### src/sv/hsc_pkg.sv
// ----------------------------------------------------------------------------
// hsc_pkg
// Shared types, constants and code-layout functions for the Hamming codec.
// ----------------------------------------------------------------------------
`default_nettype none

package hsc_pkg;

    localparam int CW_BITS   = 71;    // longest codeword (64 data + 7 check)
    localparam int DATA_BITS = 64;
    localparam int SYN_BITS  = 7;
    localparam int IN_BITS   = 72;    // word_low + word_high, byte padded
    localparam int OUT_BITS  = 144;   // all result fields, exactly 18 bytes
    localparam int NUM_CODES = 7;

    localparam logic MODE_ENC = 1'b0;
    localparam logic MODE_DEC = 1'b1;

    localparam logic [2:0] WCODE_MAX = 3'd6;

    typedef logic [CW_BITS-1:0]  t_cw;     // bit p-1 holds position p
    typedef logic [SYN_BITS-1:0] t_syn;

    typedef struct packed {
        logic       mode;
        logic [2:0] wcode;
    } t_ctl;

    typedef struct packed {
        logic corrected;
        logic invalid;
    } t_flags;

    // data bits for a width code
    function automatic int k_of(logic [2:0] code);
        int k;
        unique case (code)
            3'd0:    k = 8;
            3'd1:    k = 12;
            3'd2:    k = 16;
            3'd3:    k = 24;
            3'd4:    k = 32;
            3'd5:    k = 48;
            default: k = 64;
        endcase
        return k;
    endfunction

    // check bits for a width code
    function automatic int r_of(logic [2:0] code);
        int r;
        unique case (code)
            3'd0:                   r = 4;
            3'd1, 3'd2, 3'd3:       r = 5;
            3'd4, 3'd5:             r = 6;
            default:                r = 7;
        endcase
        return r;
    endfunction

    function automatic int n_of(logic [2:0] code);
        return k_of(code) + r_of(code);
    endfunction

    function automatic logic is_pow2(int p);
        return (p & (p - 1)) == 0;
    endfunction

    // 1-based rank of position p among the data (non power of two) positions
    function automatic int pos_ord(int p);
        int cnt;
        cnt = 0;
        for (int d = 0; d < SYN_BITS; d++) begin
            if ((1 << d) <= p) cnt++;
        end
        return p - cnt;
    endfunction

    // codeword position of the j-th data position (1 when out of range)
    function automatic int data_pos(int j);
        int cnt;
        int pos;
        cnt = 0;
        pos = 1;
        for (int p = 1; p <= CW_BITS; p++) begin
            if (!is_pow2(p)) begin
                cnt++;
                if (cnt == j) pos = p;
            end
        end
        return pos;
    endfunction

    // fold unused code 7 to 64 bits, then step down until the data width fits the limit
    function automatic logic [2:0] eff_code(logic [2:0] code, int max_bits);
        logic [2:0] c;
        c = (code > WCODE_MAX) ? WCODE_MAX : code;
        for (int s = 0; s < NUM_CODES - 1; s++) begin
            if (c != 3'd0 && k_of(c) > max_bits) c = c - 3'd1;
        end
        return c;
    endfunction

endpackage

`default_nettype wire

### src/sv/hsc_syndrome.sv
// ----------------------------------------------------------------------------
// hsc_syndrome
// Stage 2: XOR of the indices of all set codeword positions.
// ----------------------------------------------------------------------------
`default_nettype none

module hsc_syndrome (
    input  wire logic                      i_clk,
    input  wire logic                      i_rst_n,
    input  wire logic                      i_valid,
    output logic                           o_ready,
    input  wire hsc_pkg::t_ctl             i_ctl,
    input  wire hsc_pkg::t_cw              i_cw,
    output logic                           o_valid,
    input  wire logic                      i_ready,
    output hsc_pkg::t_ctl                  o_ctl,
    output hsc_pkg::t_cw                   o_cw,
    output hsc_pkg::t_syn                  o_syn
);
    import hsc_pkg::*;

    logic  r_valid;
    t_ctl  r_ctl;
    t_cw   r_cw;
    t_syn  r_syn;
    t_syn  n_syn;

    assign o_ready = !r_valid || i_ready;

    always_comb begin
        n_syn = '0;
        for (int p = 1; p <= CW_BITS; p++) begin
            if (i_cw[p-1]) n_syn = n_syn ^ SYN_BITS'(p);
        end
    end

    always_ff @(posedge i_clk) begin
        if (!i_rst_n) begin
            r_valid <= 1'b0;
        end else if (o_ready) begin
            r_valid <= i_valid;
        end
        if (o_ready && i_valid) begin
            r_ctl <= i_ctl;
            r_cw  <= i_cw;
            r_syn <= n_syn;
        end
    end

    assign o_valid = r_valid;
    assign o_ctl   = r_ctl;
    assign o_cw    = r_cw;
    assign o_syn   = r_syn;

endmodule

`default_nettype wire

### config.mk
export PLATFORM = sky130hd
export DESIGN_NAME = hsc_syndrome
export DESIGN_NICKNAME = d
export VERILOG_FILES = /design/src/sv/hsc_pkg.sv /design/src/sv/hsc_syndrome.sv
export SDC_FILE = /design/constraint.sdc
export NUM_CORES = 1
export LEC_CHECK = 0
export ABC_AREA = 1
export BUFFER_PORTS_ARGS = -buffer_cell sky130_fd_sc_hd__buf_2
export CAP_MARGIN = 10
export CELL_PAD_IN_SITES_DETAIL_PLACEMENT = 0
export CELL_PAD_IN_SITES_GLOBAL_PLACEMENT = 1
export CORE_MARGIN = 5
export CORE_UTILIZATION = 35
export CTS_BUF_LIST = sky130_fd_sc_hd__clkbuf_16
export DETAILED_ROUTE_END_ITERATION = 12
export PLACE_DENSITY = 0.75
export RECOVER_POWER = 100
export SLEW_MARGIN = 20
export SYNTH_ARGS = -nofsm -noshare
export SYNTH_HDL_FRONTEND = slang
export SYNTH_SLANG_ARGS = --single-unit
### constraint.sdc
create_clock -name i_clk -period 7.5 [get_ports i_clk]
set_clock_uncertainty 0.15 [all_clocks]
set_input_delay 0.75 -clock i_clk [delete_from_list [all_inputs] [get_ports i_clk]]
set_output_delay 0.75 -clock i_clk [all_outputs]
set_load 0.005 [all_outputs]
==> key figures <==
Hold path
  • Hold path start: o_valid
  • Worst hold endpoint: o_valid
  • HP Class: reg -> reg
  • Min-Delay Path Depth: 2

Layout
  • Ant diodes: 0
  • Layout cells sized above 1: 0.0909
  • Synthesis-to-finish area growth: 19.8%
  • Final design utilization: 0.426
  • Fin area: 6750 um^2
  • Fillers: 1,644
  • Number of nets in the layout: 965
  • Layout Cells excl Fill: 1,107

Timing
  • Slew headroom: -0.640
  • Hold Slack: 0.359 ns
  • Max-slew violation count: 49
  • Fmax: 260 MHz
  • Actual slew at the worst max-slew pin: 2.46 ns
  • Final Hold Vio Count: 0
  • Setup TNS: 0 ns
  • RSZ-0062 raised after global routing: false
  • Final WS setup: 3.65 ns
  • Crit path time final: 3.85 ns
  • Final Cycle Share: 0.513
  • Final setup fails: 0

Logic synthesis
  • Post-Synthesis Cells: 738
  • Syn Nets: 817
  • Post-synth EDFFs: 82
  • Synth area leader: edfxtp_1
  • Synth Cell Area: 5630 um^2
  • Post-synth top cells: 336 x nand2_1, 87 x inv_1, 82 x edfxtp_1
  • Most common cell in the netlist: nand2_1
  • Synth cell types: 24
  • Primary FF master, synth: edfxtp_1
  • Avg Cell Area, Syn: 7.63 um^2
  • Sequential-to-total area share from yosys stat: 0.441
  • Seq cells post-synth: 83
  • Ys async rst share: 0
  • Synth warnings: 0
  • Post-synth top area share: 0.437
  • Largest cells by area after synthesis: edfxtp_1 44%, nand2_1 22%, xnor2_1 7.3%

Placement
  • Routability cong.: 0.827
  • Dpl cell area: 6580 um^2
  • Hpwl dp: 11.6 mm
  • DP Cell Count: 1,090
  • Port buffer count: 162
  • Setup Slack @ Placement: 4.46 ns

Critical path
  • Critical path fanouts, max: 48
  • CP Data Required Time: 7.27 ns
  • Reg-to-reg setup timing slack: 3.82 ns
  • Worst r2r src: o_valid
  • Worst Path Class, Setup: in -> reg
  • Data arrival time of the worst path: 3.61 ns
  • Crit. End Element: register
  • FF-to-FF End: o_cw[62]
  • Setup crit start kind: input pin
  • Reg2reg path depth: 2

Global route
  • Initial antenna violation count: 0
  • First-pass GRT wire length: 22.3 mm
  • Largest net degree at the start of global routing: 49
  • GRT Util Overall: 0.156
  • Vias in the first global route: 4,401
  • Gr ovfl total: 0

Status
  • Status: finished, violations left
  • Failing checks: capacitance limit, slew limit

Clocking
  • Worst-Skew Late Latency: 0.34 ns
  • Post-CTS sizing: 0
  • Hold_buf cts: 0
  • Sink Count: 83
  • H-tree depth: 3
  • TritonCTS Buffers: 9
  • Clock-pin slew on the worst setup and hold paths: 0.06 ns
  • CTS tree: yes
  • Postcts setup bufs: 0
  • Clk buf depth: 2
  • Root buf cell: clkbuf_16

Floorplan
  • Die area: 18,700 um^2
  • Core footprint: 15,800 um^2
  • Initial Util: 0.356
  • I/O pin cnt: 163
  • Die W: 137 um
  • Placement Rows: 46
  • Die Y-Extent: 137 um

Drt
  • Routed WL: 14.3 mm
  • Highest Signal Layer: met4
  • Via density: 4.22
  • Routed Antenna Nets: 0
  • Routed met2 length: 6.57 mm
  • Met3 WL: 938 um
  • Routed len/inst: 12.9 um
  • Iter 0 DRT Violations: 231
  • Drt first pass iters: 5
  • Routed via count: 4,673
  • Met1 WL: 6.53 mm
  • DRC viols: 0

Run
  • Max-cap viol count: 1

Power and ir drop
  • P_leak: 3.33 nW
  • Total power: 1.42 mW
  • Cell Pwr Density: 210 nW/um^2
  • Peak supply drop: 0.0000967 V
flip-flops by register name, summed over array words and instances (netlist names):
signal   cells
o_valid      1
o_cw        71
o_syn        7
o_ctl        4
report_power, final:
part / internal, mW / switching, mW
clock: 0.322 / 0.180
sequential: 0.556 / 0.00764
combinational: 0.129 / 0.223
total: 1.01 / 0.411
layer usage:
metal,track usage,vias to the layer above
li1,-,2551
met1,0.203,1998
met4,0.0410,0
met3,0.0408,13
met2,0.258,111
met5,0,-
cell type report:
cell class / instances / area (um^2) / area share
clock inverter: 7 / 110 / 0.0163
inverter: 103 / 387 / 0.0573
timing repair buffer: 164 / 667 / 0.0988
sequential: 83 / 2480 / 0.368
multi-input combinational: 525 / 2610 / 0.386
tap: 216 / 270 / 0.0400
clock buffer: 9 / 225 / 0.0334
worst max-delay path by stage:
stage / start / end
after floorplan: i_valid / o_ctl[0]
after global placement: i_ready / o_cw[49]
after detailed placement: i_ready / o_cw[49]
after CTS: i_ready / o_cw[53]
after global routing: i_ready / o_cw[51]
final: i_ready / o_cw[62]
logic make-up (layout without fill, tap and decap cells):
kind of cell,Yosys count,count (layout),synth area share
simple gates,430,430,0.313
xor+xnor,92,92,0.147
flops,83,83,0.441
compound gates,3,3,0.00311
buf+inv,130,283,0.0962
cell usage in the layout (no fill, tap or decap):
cell type and n:
a21boi_0 1, a21oi_1 1, buf_1 1, buf_2 41
bufinv_16 3, clkbuf_1 122, clkbuf_16 9, clkinv_1 3
clkinv_4 1, dfxtp_1 1, edfxtp_1 82, inv_1 89
inv_2 14, nand2_1 337, nand2_2 6, nand2b_1 1
nand3_1 52, nand3_2 2, nand3b_1 12, nor2_1 17
nor2_2 2, o21ai_0 1, or2_1 1, xnor2_1 47
xnor2_2 2, xor2_1 42, xor2_2 1
worst max-delay path: stages:
cell and delay, ns:
buf_2 0.07, inv_1 0.04, a21oi_1 0.89, clkbuf_1 1.82
(Power assumes the default switching activity.)
