[config.mk]
export PLATFORM = sky130hd
export DESIGN_NAME = hsc_map
export DESIGN_NICKNAME = d
export VERILOG_FILES = /design/src/sv/hsc_pkg.sv /design/src/sv/hsc_map.sv
export SDC_FILE = /design/constraint.sdc
export NUM_CORES = 1
export LEC_CHECK = 0
export BUFFER_PORTS_ARGS = -buffer_cell sky130_fd_sc_hd__buf_2
export CAP_MARGIN = 40
export CORE_MARGIN = 5
export CORE_UTILIZATION = 50
export CTS_CLUSTER_SIZE = 8
export DETAILED_ROUTE_END_ITERATION = 12
export PLACE_DENSITY = 0.78
export SYNTH_ARGS = -nofsm -noshare
export SYNTH_HDL_FRONTEND = slang
export SYNTH_SLANG_ARGS = --single-unit
[constraint.sdc]
create_clock -name i_clk -period 4.1 [get_ports i_clk]
set_input_delay 0.82 -clock i_clk [delete_from_list [all_inputs] [get_ports i_clk]]
set_output_delay 0.82 -clock i_clk [all_outputs]
set_load 0.005 [all_outputs]
[src/sv/hsc_pkg.sv]
// ----------------------------------------------------------------------------
// hsc_pkg
// Shared types, constants and code-layout functions for the Hamming codec.
// ----------------------------------------------------------------------------
`default_nettype none

package hsc_pkg;

    localparam int CW_BITS   = 71;    // longest codeword (64 data + 7 check)
    localparam int DATA_BITS = 64;
    localparam int SYN_BITS  = 7;
    localparam int IN_BITS   = 72;    // word_low + word_high, byte padded
    localparam int OUT_BITS  = 144;   // all result fields, exactly 18 bytes
    localparam int NUM_CODES = 7;

    localparam logic MODE_ENC = 1'b0;
    localparam logic MODE_DEC = 1'b1;

    localparam logic [2:0] WCODE_MAX = 3'd6;

    typedef logic [CW_BITS-1:0]  t_cw;     // bit p-1 holds position p
    typedef logic [SYN_BITS-1:0] t_syn;

    typedef struct packed {
        logic       mode;
        logic [2:0] wcode;
    } t_ctl;

    typedef struct packed {
        logic corrected;
        logic invalid;
    } t_flags;

    // data bits for a width code
    function automatic int k_of(logic [2:0] code);
        int k;
        unique case (code)
            3'd0:    k = 8;
            3'd1:    k = 12;
            3'd2:    k = 16;
            3'd3:    k = 24;
            3'd4:    k = 32;
            3'd5:    k = 48;
            default: k = 64;
        endcase
        return k;
    endfunction

    // check bits for a width code
    function automatic int r_of(logic [2:0] code);
        int r;
        unique case (code)
            3'd0:                   r = 4;
            3'd1, 3'd2, 3'd3:       r = 5;
            3'd4, 3'd5:             r = 6;
            default:                r = 7;
        endcase
        return r;
    endfunction

    function automatic int n_of(logic [2:0] code);
        return k_of(code) + r_of(code);
    endfunction

    function automatic logic is_pow2(int p);
        return (p & (p - 1)) == 0;
    endfunction

    // 1-based rank of position p among the data (non power of two) positions
    function automatic int pos_ord(int p);
        int cnt;
        cnt = 0;
        for (int d = 0; d < SYN_BITS; d++) begin
            if ((1 << d) <= p) cnt++;
        end
        return p - cnt;
    endfunction

    // codeword position of the j-th data position (1 when out of range)
    function automatic int data_pos(int j);
        int cnt;
        int pos;
        cnt = 0;
        pos = 1;
        for (int p = 1; p <= CW_BITS; p++) begin
            if (!is_pow2(p)) begin
                cnt++;
                if (cnt == j) pos = p;
            end
        end
        return pos;
    endfunction

    // fold unused code 7 to 64 bits, then step down until the data width fits the limit
    function automatic logic [2:0] eff_code(logic [2:0] code, int max_bits);
        logic [2:0] c;
        c = (code > WCODE_MAX) ? WCODE_MAX : code;
        for (int s = 0; s < NUM_CODES - 1; s++) begin
            if (c != 3'd0 && k_of(c) > max_bits) c = c - 3'd1;
        end
        return c;
    endfunction

endpackage

`default_nettype wire

[src/sv/hsc_map.sv]
// ----------------------------------------------------------------------------
// hsc_map
// Stage 1: lays the input word out as a codeword. Encode scatters the data
// bits MSB first into the data positions; decode masks positions beyond n.
// ----------------------------------------------------------------------------
`default_nettype none

module hsc_map (
    input  wire logic                      i_clk,
    input  wire logic                      i_rst_n,
    input  wire logic                      i_valid,
    output logic                           o_ready,
    input  wire hsc_pkg::t_ctl             i_ctl,
    input  wire logic [63:0]               i_word_low,
    input  wire logic [6:0]                i_word_high,
    output logic                           o_valid,
    input  wire logic                      i_ready,
    output hsc_pkg::t_ctl                  o_ctl,
    output hsc_pkg::t_cw                   o_cw
);
    import hsc_pkg::*;

    logic  r_valid;
    t_ctl  r_ctl;
    t_cw   r_cw;
    t_cw   n_cw;
    t_cw   word_all;

    assign word_all = {i_word_high, i_word_low};
    assign o_ready  = !r_valid || i_ready;

    always_comb begin
        logic [6:0] k;
        logic [6:0] n;
        logic [6:0] idx;
        n_cw = '0;
        k    = 7'(k_of(i_ctl.wcode));
        n    = 7'(n_of(i_ctl.wcode));
        for (int p = 1; p <= CW_BITS; p++) begin
            idx = k - 7'(pos_ord(p));
            if (p <= int'(n)) begin
                if (i_ctl.mode == MODE_DEC) begin
                    n_cw[p-1] = word_all[p-1];
                end else if (!is_pow2(p)) begin
                    n_cw[p-1] = i_word_low[idx[5:0]];
                end
            end
        end
    end

    always_ff @(posedge i_clk) begin
        if (!i_rst_n) begin
            r_valid <= 1'b0;
        end else if (o_ready) begin
            r_valid <= i_valid;
        end
        if (o_ready && i_valid) begin
            r_ctl <= i_ctl;
            r_cw  <= n_cw;
        end
    end

    assign o_valid = r_valid;
    assign o_ctl   = r_ctl;
    assign o_cw    = r_cw;

endmodule

`default_nettype wire

==> impl_metrics.toml <==
[worst_hold_path]
worstHoldPathType = "register to register"

[floorplanning]
pin_count = 156
die_area_sq_mm = 0.0163
site_row_count = 43
initial_core_utilization_pct = 50.5
die_x_microns = 128
fp.coreArea_sq_mm = 0.0137
dieHeight_microns = 128

[sta]
final_worst_path_cycle_share_pct = 77.4
maxSlewViolCount = 0
finClkSkew_ps = 7.61
post-route-min-period_ps = 3180
max_freq_ghz = 0.315
finalHoldWorstSlack_ps = 547
setup_viol_count_final = 0
finalHoldViolCount = 0
max-slew-margin-rel_pct = 51.8
total_negative_slack_ps = 0
timing_worst_slew_pin_value_ps = 724
setup_repair_after_global_routing_missed_its_margin = "no"

[setup_path]
r2r-end = "o_cw[15]"
crit_required_ps = 4180
crit_family = "simple AND/OR/NAND/NOR gates"
cp_cell_sequence = "buf_4 > or3b_1 > ha_1 > buf_12 > or3_1 > nor2_1 > nor3_1 > o21ai_0 > o211ai_1"
critical_path_source_type = "input port"
timing.setup.critical_path_class = "input port to register"
max_stage_delay_ps = 430
setup.worst_path.start = "i_ctl[2]"
worst_setup_path_endpoint = "o_cw[6]"
cp.arrival_ps = 3260
timing.reg2reg.setup_slack_ps = 2590
critical_path_peak_fanout = 40
worst_setup_path_end_kind = "register"
critical_path_depth = 9
r2r.worst_path.cells = 3
timing.rr.start = "o_valid"
cp_slowest_cell = "sky130_fd_sc_hd__or3b_1"
cp_num_buf_inv = 2

[clock_tree]
clock_tree_from_tritoncts = "built"
post_cts_hold_buffer_count = 0
cts-resized-gates = 0
clock_sink_count = 76
clk_root_buffer_cell = "sky130_fd_sc_hd__clkbuf_16"
clock_latency_ps = 360
post-cts-setup-buffers = 0
htree_depth = 3
clock_pin_slew_on_the_worst_setup_and_hold_paths_ps = 60
clock_path_buffers = 2
tritoncts.num_buffers = 9

[global_route]
grt.total_usage_pct = 33.0
grt_max_degree = 95
global_route_overflow = 0
antenna_found_initial = 0
grt_pass1_vias = 7008
grt_pass1_wl_microns = 41200

[logic_synthesis]
ys_dominant_reg_cell = "sky130_fd_sc_hd__edfxtp_1"
mappedNetlistArea_sq_mm = 0.00693
synth_compound_area_share_pct = 30.8
cell_count_after_synthesis = 776
fraction_of_synthesized_cell_area_in_xor_and_xnor_cells_pct = 0
yosysSeqAreaShare_pct = 32.8
synth_top_family_by_area = "compound AO/OA/AOI/OAI gates"
synth-warning-count = 0
syn_avg_cell_area_sq_um = 8.93
synthSimpleGateAreaFrac_pct = 13.6
postSynthNetCount = 858
postSynthRegisterBits = 76
synth_top_cell_by_area = "sky130_fd_sc_hd__edfxtp_1"
yosysUniqueCellTypes = 65
synth.mux.area_fraction_pct = 16.1
netlist.area_leader.share_pct = 32.5
synth.area.top_cells = "sky130_fd_sc_hd__edfxtp_1, sky130_fd_sc_hd__mux2i_1, sky130_fd_sc_hd__a21oi_1, sky130_fd_sc_hd__mux4_2, sky130_fd_sc_hd__mux2_2"
synthAdderAreaFrac_pct = 0.542
async_reset_ff_share_pct = 0
synth_enable_flop_cells = 75

[route]
drc = 0
detail_route.wl_per_cell_microns = 25.9
routed_wirelength_microns = 27700
routed-via-count = 7698
vias_per_cell = 7.20
drt_iter0_markers = 1450
firstDrtPassIters = 7
detail-route-antenna-nets = 0

[placement]
place.detailed.instances = 1053
postPlaceCellArea_sq_mm = 0.00782
gp_congestion = 0.979
place.port_buffers = 155
dpl.hpwl_microns = 19300

[final_layout]
finish.net_count = 966
layout.cells.non_filler = 1069
drive_above_1_share_pct = 28.0
n_fill_cell = 1235
layout-area-overhead-vs-synth_pct = 17.1
fin_area_sq_mm = 0.00811
diodes = 0

[power]
power.ir.vdd_worst_uv = 208
pwr_density_cell_mw_per_mm2 = 319
cellLeakagePower_nw = 3.25

[run_status]
status = "finished, final reports clean"

[job]
cap_violations = 0
-- cell usage after synthesis (4+ instances only) --
cell type	count
sky130_fd_sc_hd__buf_1	14
sky130_fd_sc_hd__a21oi_1	63
sky130_fd_sc_hd__o211ai_1	11
sky130_fd_sc_hd__mux2_2	26
sky130_fd_sc_hd__and2_1	8
sky130_fd_sc_hd__a22o_1	11
sky130_fd_sc_hd__clkbuf_1	42
sky130_fd_sc_hd__a221o_1	4
sky130_fd_sc_hd__a221oi_1	10
sky130_fd_sc_hd__nand3_1	14
sky130_fd_sc_hd__nor2b_1	9
sky130_fd_sc_hd__inv_1	15
sky130_fd_sc_hd__o22ai_1	24
sky130_fd_sc_hd__nor3_1	18
sky130_fd_sc_hd__buf_2	27
sky130_fd_sc_hd__mux4_2	14
sky130_fd_sc_hd__a22oi_1	15
sky130_fd_sc_hd__nand2_1	64
sky130_fd_sc_hd__o21a_1	5
sky130_fd_sc_hd__o211a_1	6
sky130_fd_sc_hd__and3_1	4
sky130_fd_sc_hd__o31ai_1	4
sky130_fd_sc_hd__nand2b_1	8
sky130_fd_sc_hd__nor2_1	60
sky130_fd_sc_hd__edfxtp_1	75
sky130_fd_sc_hd__a311o_1	4
sky130_fd_sc_hd__o21ai_0	45
sky130_fd_sc_hd__a2bb2oi_1	7
sky130_fd_sc_hd__mux2_4	5
sky130_fd_sc_hd__o221ai_1	28
sky130_fd_sc_hd__a222oi_1	5
sky130_fd_sc_hd__a211oi_1	29
sky130_fd_sc_hd__mux2i_1	43
-- metal layers --
metal	GRT usage, %	share of wire [%]
met5	0	0
met1	44.4	37
met3	10.8	15
met4	15.9	5.6
met2	48.1	42
-- metrics by stage --
step	power (W)	setup slack (ps)	util (%)
after floorplan	0.00145	29.4	-
after global placement	0.00175	639	56.7
after detailed placement	0.00176	597	57.0
after CTS	0.00256	969	59.1
after global routing	0.00267	733	59.1
final	0.00259	925	59.1
-- how the worst min path moves through the flow --
stage / startpoint / end / depth (start not counted)
after detailed placement: o_valid / o_valid / 2
after global routing: o_valid / o_valid / 2
final: o_valid / o_valid / 2
after floorplan: o_valid / o_valid / 2
after CTS: o_valid / o_valid / 2
after global placement: o_valid / o_valid / 2
-- worst register-to-register path, delay by kind of cell, from the launching register on --
| kind | cells | cell delay, ps |
|---|---|---|
| buffers and inverters | 1 | 300 |
| flip-flops | 1 | 310 |
| AND/OR/NAND/NOR | 2 | 540 |
-- cell families (layout without fill, tap and decap cells) --
family          Yosys count  after routing
compound gates          305            305
fa+ha+maj                 3              3
buf+inv                 100            213
flops                    76             76
mux                      88             88
simple gates            204            204
-- area by class of cell --
class | count | area (sq um) | share of cell area (%)
multi-input combinational | 600 | 4230 | 52.2
tap | 180 | 225 | 2.78
timing repair buffer | 182 | 1030 | 12.7
clock buffer | 9 | 225 | 2.78
inverter | 15 | 56.3 | 0.694
sequential | 76 | 2270 | 28.0
clock inverter | 7 | 67.6 | 0.833
-- report_power, final --
group	switching [W]	internal [W]	leakage, nW
Combinational	0.000500	0.000320	2.37
Clock	0.000348	0.000468	0.137
Sequential	0.0000183	0.000933	0.752
Total	0.000866	0.00172	3.25
-- placed cells by master, fill, tap and decap left out, types with 10 or more instances in the layout --
cell type / count
sky130_fd_sc_hd__a21oi_1: 63
sky130_fd_sc_hd__o22ai_1: 24
sky130_fd_sc_hd__a22o_1: 11
sky130_fd_sc_hd__a221oi_1: 10
sky130_fd_sc_hd__buf_4: 25
sky130_fd_sc_hd__o221ai_1: 28
sky130_fd_sc_hd__nor3_1: 18
sky130_fd_sc_hd__buf_2: 153
sky130_fd_sc_hd__nor2_1: 60
sky130_fd_sc_hd__mux2_2: 26
sky130_fd_sc_hd__o211ai_1: 11
sky130_fd_sc_hd__nand2_1: 64
sky130_fd_sc_hd__mux4_2: 14
sky130_fd_sc_hd__edfxtp_1: 75
sky130_fd_sc_hd__a22oi_1: 15
sky130_fd_sc_hd__mux2i_1: 43
sky130_fd_sc_hd__o21ai_0: 45
sky130_fd_sc_hd__nand3_1: 14
sky130_fd_sc_hd__a211oi_1: 29
sky130_fd_sc_hd__inv_1: 15
-- registers in the layout (all words and copies together) (netlist names) --
register and flops:
o_cw 71, o_ctl 4, o_valid 1
(Power assumes the default switching activity.)
