===== config.mk =====
export PLATFORM = sky130hd
export DESIGN_NAME = hsc_correct
export DESIGN_NICKNAME = d
export VERILOG_FILES = /design/src/sv/hsc_pkg.sv /design/src/sv/hsc_correct.sv
export SDC_FILE = /design/constraint.sdc
export NUM_CORES = 1
export LEC_CHECK = 0
export BUFFER_PORTS_ARGS = -buffer_cell sky130_fd_sc_hd__buf_2
export CAP_MARGIN = 20
export CORE_MARGIN = 3
export CORE_UTILIZATION = 45
export DETAILED_ROUTE_END_ITERATION = 12
export PLACE_DENSITY_LB_ADDON = 0.15
export SETUP_SLACK_MARGIN = 0.05
export SKIP_CTS_REPAIR_TIMING = 1
export SLEW_MARGIN = 40
export SYNTH_ARGS = -nofsm -noshare
export SYNTH_HDL_FRONTEND = slang
export SYNTH_SLANG_ARGS = --single-unit

===== constraint.sdc =====
create_clock -name i_clk -period 3.3 [get_ports i_clk]
set_clock_uncertainty 0.1 [all_clocks]
set_input_delay 0.165 -clock i_clk [delete_from_list [all_inputs] [get_ports i_clk]]
set_output_delay 0.165 -clock i_clk [all_outputs]
set_load 0.005 [all_outputs]

===== src/sv/hsc_pkg.sv =====
// ----------------------------------------------------------------------------
// hsc_pkg
// Shared types, constants and code-layout functions for the Hamming codec.
// ----------------------------------------------------------------------------
`default_nettype none

package hsc_pkg;

    localparam int CW_BITS   = 71;    // longest codeword (64 data + 7 check)
    localparam int DATA_BITS = 64;
    localparam int SYN_BITS  = 7;
    localparam int IN_BITS   = 72;    // word_low + word_high, byte padded
    localparam int OUT_BITS  = 144;   // all result fields, exactly 18 bytes
    localparam int NUM_CODES = 7;

    localparam logic MODE_ENC = 1'b0;
    localparam logic MODE_DEC = 1'b1;

    localparam logic [2:0] WCODE_MAX = 3'd6;

    typedef logic [CW_BITS-1:0]  t_cw;     // bit p-1 holds position p
    typedef logic [SYN_BITS-1:0] t_syn;

    typedef struct packed {
        logic       mode;
        logic [2:0] wcode;
    } t_ctl;

    typedef struct packed {
        logic corrected;
        logic invalid;
    } t_flags;

    // data bits for a width code
    function automatic int k_of(logic [2:0] code);
        int k;
        unique case (code)
            3'd0:    k = 8;
            3'd1:    k = 12;
            3'd2:    k = 16;
            3'd3:    k = 24;
            3'd4:    k = 32;
            3'd5:    k = 48;
            default: k = 64;
        endcase
        return k;
    endfunction

    // check bits for a width code
    function automatic int r_of(logic [2:0] code);
        int r;
        unique case (code)
            3'd0:                   r = 4;
            3'd1, 3'd2, 3'd3:       r = 5;
            3'd4, 3'd5:             r = 6;
            default:                r = 7;
        endcase
        return r;
    endfunction

    function automatic int n_of(logic [2:0] code);
        return k_of(code) + r_of(code);
    endfunction

    function automatic logic is_pow2(int p);
        return (p & (p - 1)) == 0;
    endfunction

    // 1-based rank of position p among the data (non power of two) positions
    function automatic int pos_ord(int p);
        int cnt;
        cnt = 0;
        for (int d = 0; d < SYN_BITS; d++) begin
            if ((1 << d) <= p) cnt++;
        end
        return p - cnt;
    endfunction

    // codeword position of the j-th data position (1 when out of range)
    function automatic int data_pos(int j);
        int cnt;
        int pos;
        cnt = 0;
        pos = 1;
        for (int p = 1; p <= CW_BITS; p++) begin
            if (!is_pow2(p)) begin
                cnt++;
                if (cnt == j) pos = p;
            end
        end
        return pos;
    endfunction

    // fold unused code 7 to 64 bits, then step down until the data width fits the limit
    function automatic logic [2:0] eff_code(logic [2:0] code, int max_bits);
        logic [2:0] c;
        c = (code > WCODE_MAX) ? WCODE_MAX : code;
        for (int s = 0; s < NUM_CODES - 1; s++) begin
            if (c != 3'd0 && k_of(c) > max_bits) c = c - 3'd1;
        end
        return c;
    endfunction

endpackage

`default_nettype wire


===== src/sv/hsc_correct.sv =====
// ----------------------------------------------------------------------------
// hsc_correct
// Stage 3: encode fills the check positions from the syndrome; decode flips
// the addressed position or flags a syndrome beyond the code length.
// ----------------------------------------------------------------------------
`default_nettype none

module hsc_correct (
    input  wire logic                      i_clk,
    input  wire logic                      i_rst_n,
    input  wire logic                      i_valid,
    output logic                           o_ready,
    input  wire hsc_pkg::t_ctl             i_ctl,
    input  wire hsc_pkg::t_cw              i_cw,
    input  wire hsc_pkg::t_syn             i_syn,
    output logic                           o_valid,
    input  wire logic                      i_ready,
    output hsc_pkg::t_ctl                  o_ctl,
    output hsc_pkg::t_cw                   o_cw,
    output hsc_pkg::t_syn                  o_syn,
    output hsc_pkg::t_flags                o_flags
);
    import hsc_pkg::*;

    logic    r_valid;
    t_ctl    r_ctl;
    t_cw     r_cw;
    t_syn    r_syn;
    t_flags  r_flags;
    t_cw     n_cw;
    t_flags  n_flags;

    assign o_ready = !r_valid || i_ready;

    always_comb begin
        logic [6:0] n;
        logic [2:0] r;
        logic       flip;
        n       = 7'(n_of(i_ctl.wcode));
        r       = 3'(r_of(i_ctl.wcode));
        flip    = (i_syn != '0) && (i_syn <= n);
        n_cw    = i_cw;
        n_flags = '0;
        if (i_ctl.mode == MODE_ENC) begin
            // check positions arrive zero, syndrome covers data only
            for (int d = 0; d < SYN_BITS; d++) begin
                if (d < int'(r)) n_cw[(1 << d) - 1] = i_syn[d];
            end
        end else begin
            for (int p = 1; p <= CW_BITS; p++) begin
                if (flip && i_syn == SYN_BITS'(p)) n_cw[p-1] = ~i_cw[p-1];
            end
            n_flags.corrected = flip;
            n_flags.invalid   = (i_syn > n);
        end
    end

    always_ff @(posedge i_clk) begin
        if (!i_rst_n) begin
            r_valid <= 1'b0;
        end else if (o_ready) begin
            r_valid <= i_valid;
        end
        if (o_ready && i_valid) begin
            r_ctl   <= i_ctl;
            r_cw    <= n_cw;
            r_syn   <= i_syn;
            r_flags <= n_flags;
        end
    end

    assign o_valid = r_valid;
    assign o_ctl   = r_ctl;
    assign o_cw    = r_cw;
    assign o_syn   = r_syn;
    assign o_flags = r_flags;

endmodule

`default_nettype wire


==> results of run 1 <==
worst reg2reg max path, delay by kind of cell, from the launching register on:
family                 cells  cell delay [ps]
buffers and inverters      2              490
and+or+nand+nor            2              450
DFF                        1              320
worst paths after layout:
check,cells past startpoint,to,slack (ps)
worst max-delay path,10,o_cw[35],370
worst min-delay path,2,o_cw[53],-1
worst max register to register,4,o_cw[62],1600
worst min register to register,2,o_cw[51],790
synth_stat cells:
library cell  count
clkbuf_1         14
buf_4             2
o21ai_1           1
a21boi_0          1
a211oi_1          2
and4b_1           1
nor2_1           15
dfxtp_1           1
xor2_2            1
a41oi_1           1
nor2_2            1
nand2_1           7
buf_2             2
xnor2_1          65
mux2_1            1
and3_1            2
buf_6             1
o311ai_1          1
xor2_1            5
or2_4             1
nand2b_1         10
a21oi_1           7
a21oi_4           1
nand4_2           1
inv_1             3
nor4_2            1
nor3_2            1
and2_1            2
o211ai_1          7
nor3b_2           3
nand3_1          16
buf_8             5
a21o_1            1
o21ai_0           2
nor3_4            1
nor2b_1           3
ha_1              6
edfxtp_1         84
nor3_1            7
o211ai_2          1
nand4_1          48
inv_2             1
flip-flops by register name, indices dropped and copies added (netlist names):
name	count
o_cw	71
o_syn	7
o_ctl	4
o_flags	2
o_valid	1
cell families after synthesis:
family	synth area share
AO/OA/AOI/OAI	0.0413
multiplexers	0.00260
XOR/XNOR	0.145
buffers and inverters	0.0413
flip-flops	0.587
adder cells (fa/ha/maj)	0.0173
AND/OR/NAND/NOR	0.166
routing by layer:
metal	wire length [um]	part of all wire	GRT usage
met1	4680	0.41	0.257
met2	5680	0.50	0.333
met3	916	0.080	0.0503
met4	126	0.011	0.0627
met5	0	0	0
power by group:
group          switching (mW)  internal [mW]
Sequential             0.0164           1.26
Combinational           0.211          0.169
Clock                   0.399          0.357
Total                   0.627           1.79
per-stage QoR:
stage               worst slack, ps  power [mW]  cells   util
floorplan                       353        1.51    336      -
global placement                561        1.64    616  0.562
detailed placement              455        1.66    618  0.567
CTS                             833        2.41    634  0.588
global route                    186        2.52    666  0.623
finish                          372        2.42    666  0.623
area by class of cell:
type                            count  area (um2)  share of cell area
Clock inverter                      6        72.6              0.0125
Multi-Input combinational cell    223        1620               0.280
Timing Repair Buffer              209        1250               0.215
Clock buffer                       10         128              0.0220
Sequential cell                    85        2540               0.439
Tap cell                          129         161              0.0279
Inverter                            4        15.0             0.00259
==> flow_summary.json, run 1 <==
{
  "grt_pass1_wl_um": 16900,
  "fill_cells": 794,
  "clockRootBuffer": "clkbuf_8",
  "diodes": 0,
  "clk_latency_ps": 360,
  "cp-end-kind": "flip-flop",
  "drv_cap": 0,
  "final_max_slew_viol_count": 0,
  "vias": 3418,
  "grt_pass1_vias": 3248,
  "min_path_type": "in2reg",
  "ir_drop_mv": 0.202,
  "crit_top_cell": "xnor2_1",
  "final_cell_area_um2": 5790,
  "crit_family": "simple AND/OR/NAND/NOR gates",
  "drive_above_1_share": 0.387,
  "numCtsBuffers": 9,
  "synthTopCellsByArea": "edfxtp_1 (58%), xnor2_1 (13%), nand4_1 (6.9%), nand3_1 (1.8%), buf_8 (1.7%)",
  "critPathSlowestCell": "or2_4",
  "p_per_area_nw_per_um2": 418,
  "yosysUniqueCellTypes": 42,
  "antenna_found_initial": 0,
  "tightest_slew_ps": 776,
  "worstSetupStartpointType": "input pin",
  "grt_start_max_net_pins": 66,
  "post_dp_cell_area_um2": 5260,
  "setup.worst_path.start": "i_ctl[0]",
  "drt_pass1_iterations": 5,
  "r2r_start": "o_valid",
  "gp_congestion": 0.792,
  "core_area_um2": 9280,
  "nNetsFinal": 624,
  "hold_start": "i_cw[53]",
  "synth-seq-cells": 85,
  "clock.fmax_ghz": 0.342,
  "syn_area_um2": 4330,
  "grt_usage": 0.200,
  "clockBufferDepth": 2,
  "cts_tree": "yes",
  "wl_um": 11400,
  "rsz0062_at_grt": "no",
  "row_count": 35,
  "crit_path_max_incr_delay_ps": 600,
  "cp_num_buf_inv": 2,
  "drtIter0Drc": 164,
  "crit_fanout": 65,
  "syn_inst": 336,
  "initial_core_util": 0.467,
  "dp_hpwl_um": 7900,
  "area_growth_pct": 33.5,
  "grt-ovfl-total": 0,
  "crit_chain": "dlygate4sd3_1 > buf_2 > xnor2_1 > nand2b_1 > ha_1 > nand4_2 > nor3_4 > or2_4 > nand4_1 > xnor2_1",
  "io_buffers": 171,
  "critical_path_required_ps": 3310,
  "hold_viol": 1,
  "ys_seq_area_frac": 0.587,
  "crit_arrival_ps": 2940,
  "final.setup.tns_ps": 0,
  "fin_crit_sh": 0.887,
  "synth_warnings": 0,
  "clock_sinks": 85,
  "clk_pin_slew_ps": 90,
  "max_slew_margin": 0.479,
  "leakagePower_nw": 2.20,
  "wl_per_cell_um": 17.1,
  "violations": "hold timing",
  "boundaryPins": 172,
  "route.detailed.drc": 0,
  "syn_avg_cell_area_um2": 12.9,
  "status": "finished with violations",
  "die_area_um2": 10800,
  "synth_top_cell_by_area": "edfxtp_1",
  "mostFrequentLayoutCell": "buf_2",
  "finalCriticalPeriod_ps": 2930,
  "mostFrequentLayoutCells": "buf_2 (171), edfxtp_1 (84), xnor2_1 (65)",
  "setup_viol": 0,
  "synth_top_area_share": 0.582,
  "h-tree-depth": 3,
  "die_x_um": 104,
  "die_y_um": 104,
  "syn-num-nets": 428,
  "viasPerCell": 5.13,
  "ant_nets": 0,
  "worst-setup-path-type": "in2reg",
  "fin_hold_ws_ps": -1.43
}
(Power assumes the default switching activity.)
==> inputs of run 2 (changes only) <==
--- a/config.mk
+++ b/config.mk
@@ -7,8 +7,10 @@
 export LEC_CHECK = 0
 export BUFFER_PORTS_ARGS = -buffer_cell sky130_fd_sc_hd__buf_2
 export CAP_MARGIN = 20
+export CELL_PAD_IN_SITES_DETAIL_PLACEMENT = 1
+export CELL_PAD_IN_SITES_GLOBAL_PLACEMENT = 2
 export CORE_MARGIN = 3
-export CORE_UTILIZATION = 45
+export CORE_UTILIZATION = 31
 export DETAILED_ROUTE_END_ITERATION = 12
 export PLACE_DENSITY_LB_ADDON = 0.15
 export SETUP_SLACK_MARGIN = 0.05
==> run 2 against run 1 <==
Against the previous run:
- the flow still finishes with violations (hold timing)
- power increased by 6.3%
- fmax increased by 0.34%
- via count decreased by 1.4%
- worst setup slack improved by 10 ps
- critical path type unchanged
- critical endpoint is now o_cw[9]
- largest cell class unchanged
==> flow_summary.json, run 2 (same netlist as run 1, synthesis figures left out) <==
{
  "status": "finished with violations",
  "violations": "hold timing",
  "io_buffers": 171,
  "reg2reg_to": "o_cw[21]",
  "worst-setup-path-type": "in2reg",
  "mostFrequentLayoutCells": "buf_2 (171), edfxtp_1 (84), xnor2_1 (65)",
  "multiInputGateArea_um2": 1630,
  "final_cell_area_um2": 5610,
  "max_slew_margin": 0.394,
  "min_to": "o_valid",
  "internal_power_mw": 1.92,
  "min_path_cells": 3,
  "clkPwrFrac": 0.360,
  "initial_core_util": 0.322,
  "core_area_um2": 13500,
  "final.setup.tns_ps": 0,
  "crit_fanout": 44,
  "crit_top_cell": "xnor2_1",
  "cts_tree": "yes",
  "crit_family": "simple AND/OR/NAND/NOR gates",
  "clockBufferDepth": 2,
  "critPathSlowestCell": "dlygate4sd3_1",
  "min_path_type": "in2reg",
  "h-tree-depth": 3,
  "post_dp_cell_area_um2": 5310,
  "ant_nets": 0,
  "critical_path_required_ps": 3300,
  "die_y_um": 124,
  "drtIter0Drc": 190,
  "diodes": 0,
  "clock_sinks": 85,
  "wl_per_cell_um": 18.8,
  "drive_above_1_share": 0.406,
  "die_area_um2": 15400,
  "mostFrequentLayoutCell": "buf_2",
  "wl_um": 12900,
  "place_ws_ps": 454,
  "clk_latency_ps": 340,
  "final_util": 0.417,
  "crit_arrival_ps": 2910,
  "gp_congestion": 0.717,
  "leakagePower_nw": 2.11,
  "worstSetupStartpointType": "input pin",
  "drv_cap": 0,
  "boundaryPins": 172,
  "hold_start": "i_valid",
  "r2r_setup_slack_ps": 1440,
  "grt_usage": 0.165,
  "tightest_slew_ps": 903,
  "cp-end-kind": "flip-flop",
  "die_x_um": 124,
  "viasPerCell": 4.93,
  "fin_hold_ws_ps": -26.2,
  "grt_pass1_vias": 3572,
  "crit_chain": "dlygate4sd3_1 > buf_2 > xnor2_1 > nand2b_1 > ha_1 > nand4_2 > nor3_4 > or2_4 > buf_12 > nand4_1 > xnor2_1",
  "grt_start_max_net_pins": 66,
  "grt-ovfl-total": 0,
  "dp_hpwl_um": 9290,
  "fill_cells": 1523,
  "worstRegToRegCells": 3,
  "regArea_um2": 2540,
  "clk_pin_slew_ps": 60,
  "ir_drop_mv": 0.190,
  "finalPower_mw": 2.57,
  "route.detailed.drc": 0,
  "crit_path_max_incr_delay_ps": 520,
  "numCtsBuffers": 9,
  "grt_pass1_wl_um": 19800,
  "fin_crit_sh": 0.884,
  "p_sw_frac": 0.254,
  "finalCriticalPeriod_ps": 2920,
  "drt_pass1_iterations": 4,
  "clock.fmax_ghz": 0.343,
  "rsz0062_at_grt": "no",
  "clockRootBuffer": "clkbuf_16",
  "comb_power_share": 0.141,
  "hold_viol": 1,
  "pwr-share-seq": 0.499,
  "cp_num_buf_inv": 3,
  "antenna_found_initial": 0,
  "place_inst": 665,
  "setup_viol": 0,
  "area_growth_pct": 29.4,
  "nNetsFinal": 595,
  "vias": 3370,
  "p_per_area_nw_per_um2": 458,
  "setup_slack_ps": 382,
  "row_count": 42,
  "p_switching_mw": 0.653,
  "final_max_slew_viol_count": 0,
  "instances_no_fill": 684,
  "largest_register_ffs": 71,
  "r2r_start": "o_valid"
}
==> run 2: cell count changes in the layout (fill, tap and decap cells not counted), sizes merged <==
| cell | previous run | this run |
|---|---|---|
| inv | 5 | 4 |
| clkinvlp | 3 | 1 |
| dlygate4sd3 | 32 | 2 |
| bufinv | 1 | 0 |
| clkinv | 1 | 5 |
| buf | 177 | 178 |
==> run 2: power by group through the flow <==
stage	Sequential [mW]	Clock, mW	Combinational, mW
after global routing	1.29	0.984	0.401
after CTS	1.28	0.945	0.365
final	1.28	0.926	0.362
after floorplan	1.32	0	0.192
after global placement	1.31	0	0.356
after detailed placement	1.31	0	0.364
==> run 2: area by class of cell <==
| cell class | instances | area share |
|---|---|---|
| clock buffers | 10 | 0.0408 |
| clock inverters | 6 | 0.00535 |
| inverters | 4 | 0.00268 |
| multi-input cells | 223 | 0.290 |
| flip-flops and latches | 85 | 0.453 |
| well taps | 176 | 0.0393 |
| repair buffers | 180 | 0.168 |
==> run 2: how the worst max path moves through the flow <==
stage	from	cells past startpoint	to	slack (ps)
global placement	i_ctl[2]	11	o_cw[47]	580
global route	i_ctl[0]	11	o_cw[28]	160
floorplan	o_valid	2	o_ctl[0]	350
CTS	i_ctl[2]	11	o_cw[28]	820
finish	i_ctl[0]	11	o_cw[9]	380
detailed placement	i_ctl[2]	11	o_cw[28]	450
==> run 2: worst register-to-register path, stage by stage (launching register included) <==
cell and delay (ps):
dfxtp_1 310, nand2b_1 110, and2_4 600, buf_4 420
==> run 2: metal layers <==
| metal | routed length (um) | track usage | part of all wire |
|---|---|---|---|
| met1 | 5550 | 0.201 | 0.43 |
| met2 | 6440 | 0.285 | 0.50 |
| met3 | 693 | 0.0399 | 0.054 |
| met4 | 189 | 0.0580 | 0.015 |
| met5 | 0 | 0 | 0 |
==> inputs of run 3 (changes only) <==
--- a/config.mk
+++ b/config.mk
@@ -5,12 +5,13 @@
 export SDC_FILE = /design/constraint.sdc
 export NUM_CORES = 1
 export LEC_CHECK = 0
+export ABC_AREA = 1
 export BUFFER_PORTS_ARGS = -buffer_cell sky130_fd_sc_hd__buf_2
 export CAP_MARGIN = 20
 export CELL_PAD_IN_SITES_DETAIL_PLACEMENT = 1
 export CELL_PAD_IN_SITES_GLOBAL_PLACEMENT = 2
 export CORE_MARGIN = 3
-export CORE_UTILIZATION = 31
+export CORE_UTILIZATION = 28
 export DETAILED_ROUTE_END_ITERATION = 12
 export PLACE_DENSITY_LB_ADDON = 0.15
 export SETUP_SLACK_MARGIN = 0.05
==> run 3 against run 2 <==
Against the previous run:
- the flow still finishes with violations (hold timing)
- synthesized cell count is 81% higher
- sequential power is essentially flat
- worst hold slack better by 16 ps
- via count rose by 42%
- critical path type unchanged
==> flow_summary.json, run 3 <==
{
  "final.setup.tns_ps": 0,
  "clk_latency_ps": 340,
  "synth_edf_count": 84,
  "ant_nets": 0,
  "clk_pin_slew_ps": 70,
  "synth-seq-cells": 85,
  "fin_hold_ws_ps": -10.3,
  "r2r_setup_slack_ps": 1860,
  "clockRootBuffer": "clkbuf_16",
  "final_cell_area_um2": 6370,
  "final_max_slew_viol_count": 0,
  "violations": "hold timing",
  "reg2reg_to": "o_cw[66]",
  "min_path_type": "in2reg",
  "synthFlopType": "edfxtp_1",
  "ys_seq_area_frac": 0.517,
  "antenna_found_initial": 1,
  "wl_um": 17300,
  "clockBufferDepth": 2,
  "crit_top_cell": "nand2_1",
  "synth_top_area_share": 0.513,
  "tightest_slew_ps": 499,
  "yosys-top-cells-count": "nand2_1 (257), edfxtp_1 (84), nor2_1 (80)",
  "critical_path_required_ps": 3310,
  "clock.fmax_ghz": 0.376,
  "critPathSlowestCell": "dlygate4sd3_1",
  "mostFrequentLayoutCell": "nand2_1",
  "syn-num-nets": 701,
  "grt_start_max_net_pins": 110,
  "drive_above_1_share": 0.256,
  "numCtsBuffers": 9,
  "worstRegToRegCells": 2,
  "diodes": 0,
  "die_y_um": 139,
  "worstSetupStartpointType": "input pin",
  "crit_chain": "dlygate4sd3_1 > buf_2 > inv_1 > nand2_1 > nor2_1 > ha_1 > nand3_1 > nand2_1 > inv_1 > nand2_1 > nand2_1 > nand2_1 > nand2_2 > nand2_2 > nor2_4 > buf_12 > nand2_1 > nand2_1 > nand2_1",
  "clock_sinks": 85,
  "max_slew_margin": 0.667,
  "crit_fanout": 109,
  "synth_warnings": 0,
  "min_to": "o_cw[26]",
  "nNetsFinal": 869,
  "yosysMostFrequentCell": "nand2_1",
  "h-tree-depth": 3,
  "worst-setup-path-type": "in2reg",
  "grt_pass1_wl_um": 27200,
  "crit_arrival_ps": 2670,
  "grt_pass1_vias": 4993,
  "synthTopCellsByArea": "edfxtp_1 (51%), nand2_1 (20%), nand3b_1 (8.2%), nor2_1 (6.1%), nand3_1 (3.3%)",
  "core_area_um2": 16900,
  "io_buffers": 171,
  "syn_area_um2": 4920,
  "hold_viol": 5,
  "status": "finished with violations",
  "synth_top_cell_by_area": "edfxtp_1",
  "initial_core_util": 0.291,
  "async_flop_share": 0,
  "wl_per_cell_um": 17.3,
  "yosysUniqueCellTypes": 23,
  "largest_register_ffs": 71,
  "route.detailed.drc": 0,
  "r2r_start": "o_valid",
  "gp_congestion": 0.768,
  "fin_crit_sh": 0.807,
  "vias": 4775,
  "min_path_cells": 3,
  "cts_tree": "yes",
  "row_count": 47,
  "post_dp_cell_area_um2": 6020,
  "drtIter0Drc": 330,
  "final_util": 0.378,
  "dp_hpwl_um": 12400,
  "ir_drop_mv": 0.226,
  "p_per_area_nw_per_um2": 436,
  "leakagePower_nw": 2.82,
  "syn_inst": 609,
  "cp-end-kind": "flip-flop",
  "crit_path_max_incr_delay_ps": 530,
  "die_area_um2": 19200,
  "grt_usage": 0.181,
  "drv_cap": 0,
  "finalCriticalPeriod_ps": 2660,
  "rsz0062_at_grt": "no",
  "boundaryPins": 172,
  "syn_avg_cell_area_um2": 8.08,
  "drt_pass1_iterations": 5,
  "area_growth_pct": 29.6,
  "die_x_um": 139,
  "hold_start": "i_cw[26]",
  "viasPerCell": 4.77,
  "setup_viol": 0,
  "mostFrequentLayoutCells": "nand2_1 (257), buf_2 (171), edfxtp_1 (84)",
  "grt-ovfl-total": 0
}
==> run 3: through the flow <==
| stage | std cells | total power [mW] | hold slack [ps] | setup slack [ps] |
|---|---|---|---|---|
| after CTS | 998 | 2.82 | -68.3 | 1190 |
| after floorplan | 609 | 1.51 | 164 | 98.3 |
| after detailed placement | 982 | 1.72 | 303 | 816 |
| final | 1002 | 2.78 | -10.3 | 637 |
| after global routing | 1002 | 2.91 | 0.324 | 374 |
| after global placement | 982 | 1.70 | 300 | 955 |
==> run 3: worst max path at each step <==
stage	slack, ps	startpoint	end
2_1_floorplan	100	i_ready	o_ctl[0]
3_3_place_gp	950	i_ctl[1]	o_cw[49]
3_5_place_dp	820	i_ctl[1]	o_cw[33]
4_1_cts	1190	i_ctl[1]	o_cw[33]
5_1_grt	370	i_ctl[1]	o_cw[37]
6_report	640	i_ctl[1]	o_cw[64]
==> run 3: area by class of cell <==
cell class	count	area [um2]
clock buffer	11	253
clock inverter	5	58.8
fill	2076	10500
inverter	35	131
multi-input combinational	465	2150
sequential	85	2540
tap	220	275
timing repair buffer	181	966
==> run 3: where the power goes <==
| group | internal (mW) | leakage (nW) | total [mW] | switching [mW] |
|---|---|---|---|---|
| registers | 1.27 | 0.823 | 1.29 | 0.0176 |
| clock network | 0.629 | 0.148 | 1.09 | 0.459 |
| logic | 0.149 | 1.85 | 0.405 | 0.256 |
==> run 3: cells by family (layout without fill, tap and decap cells) <==
family | after synthesis | in the layout | share of synthesized area
AOI/OAI and AO/OA | 13 | 13 | 0.0142
xor gates and xnor gates | 1 | 1 | 0.00178
adders and majority gates | 6 | 6 | 0.0153
buffers and inverters | 59 | 232 | 0.0511
DFF | 85 | 85 | 0.517
and+or+nand+nor | 445 | 445 | 0.401
==> run 3: metal layers <==
metal	up-vias	track usage	share of wire
met5	-	0	0.00075
met4	2	0.0598	0.017
met3	20	0.0345	0.052
met2	136	0.307	0.49
met1	2261	0.232	0.44
li1	2356	-	-
==> run 3: worst max-delay path: cells and delay by family <==
kind / cells / cell delay (ps)
adders and majority gates: 1 / 270
buffers and inverters: 5 / 1190
and+or+nand+nor: 13 / 980
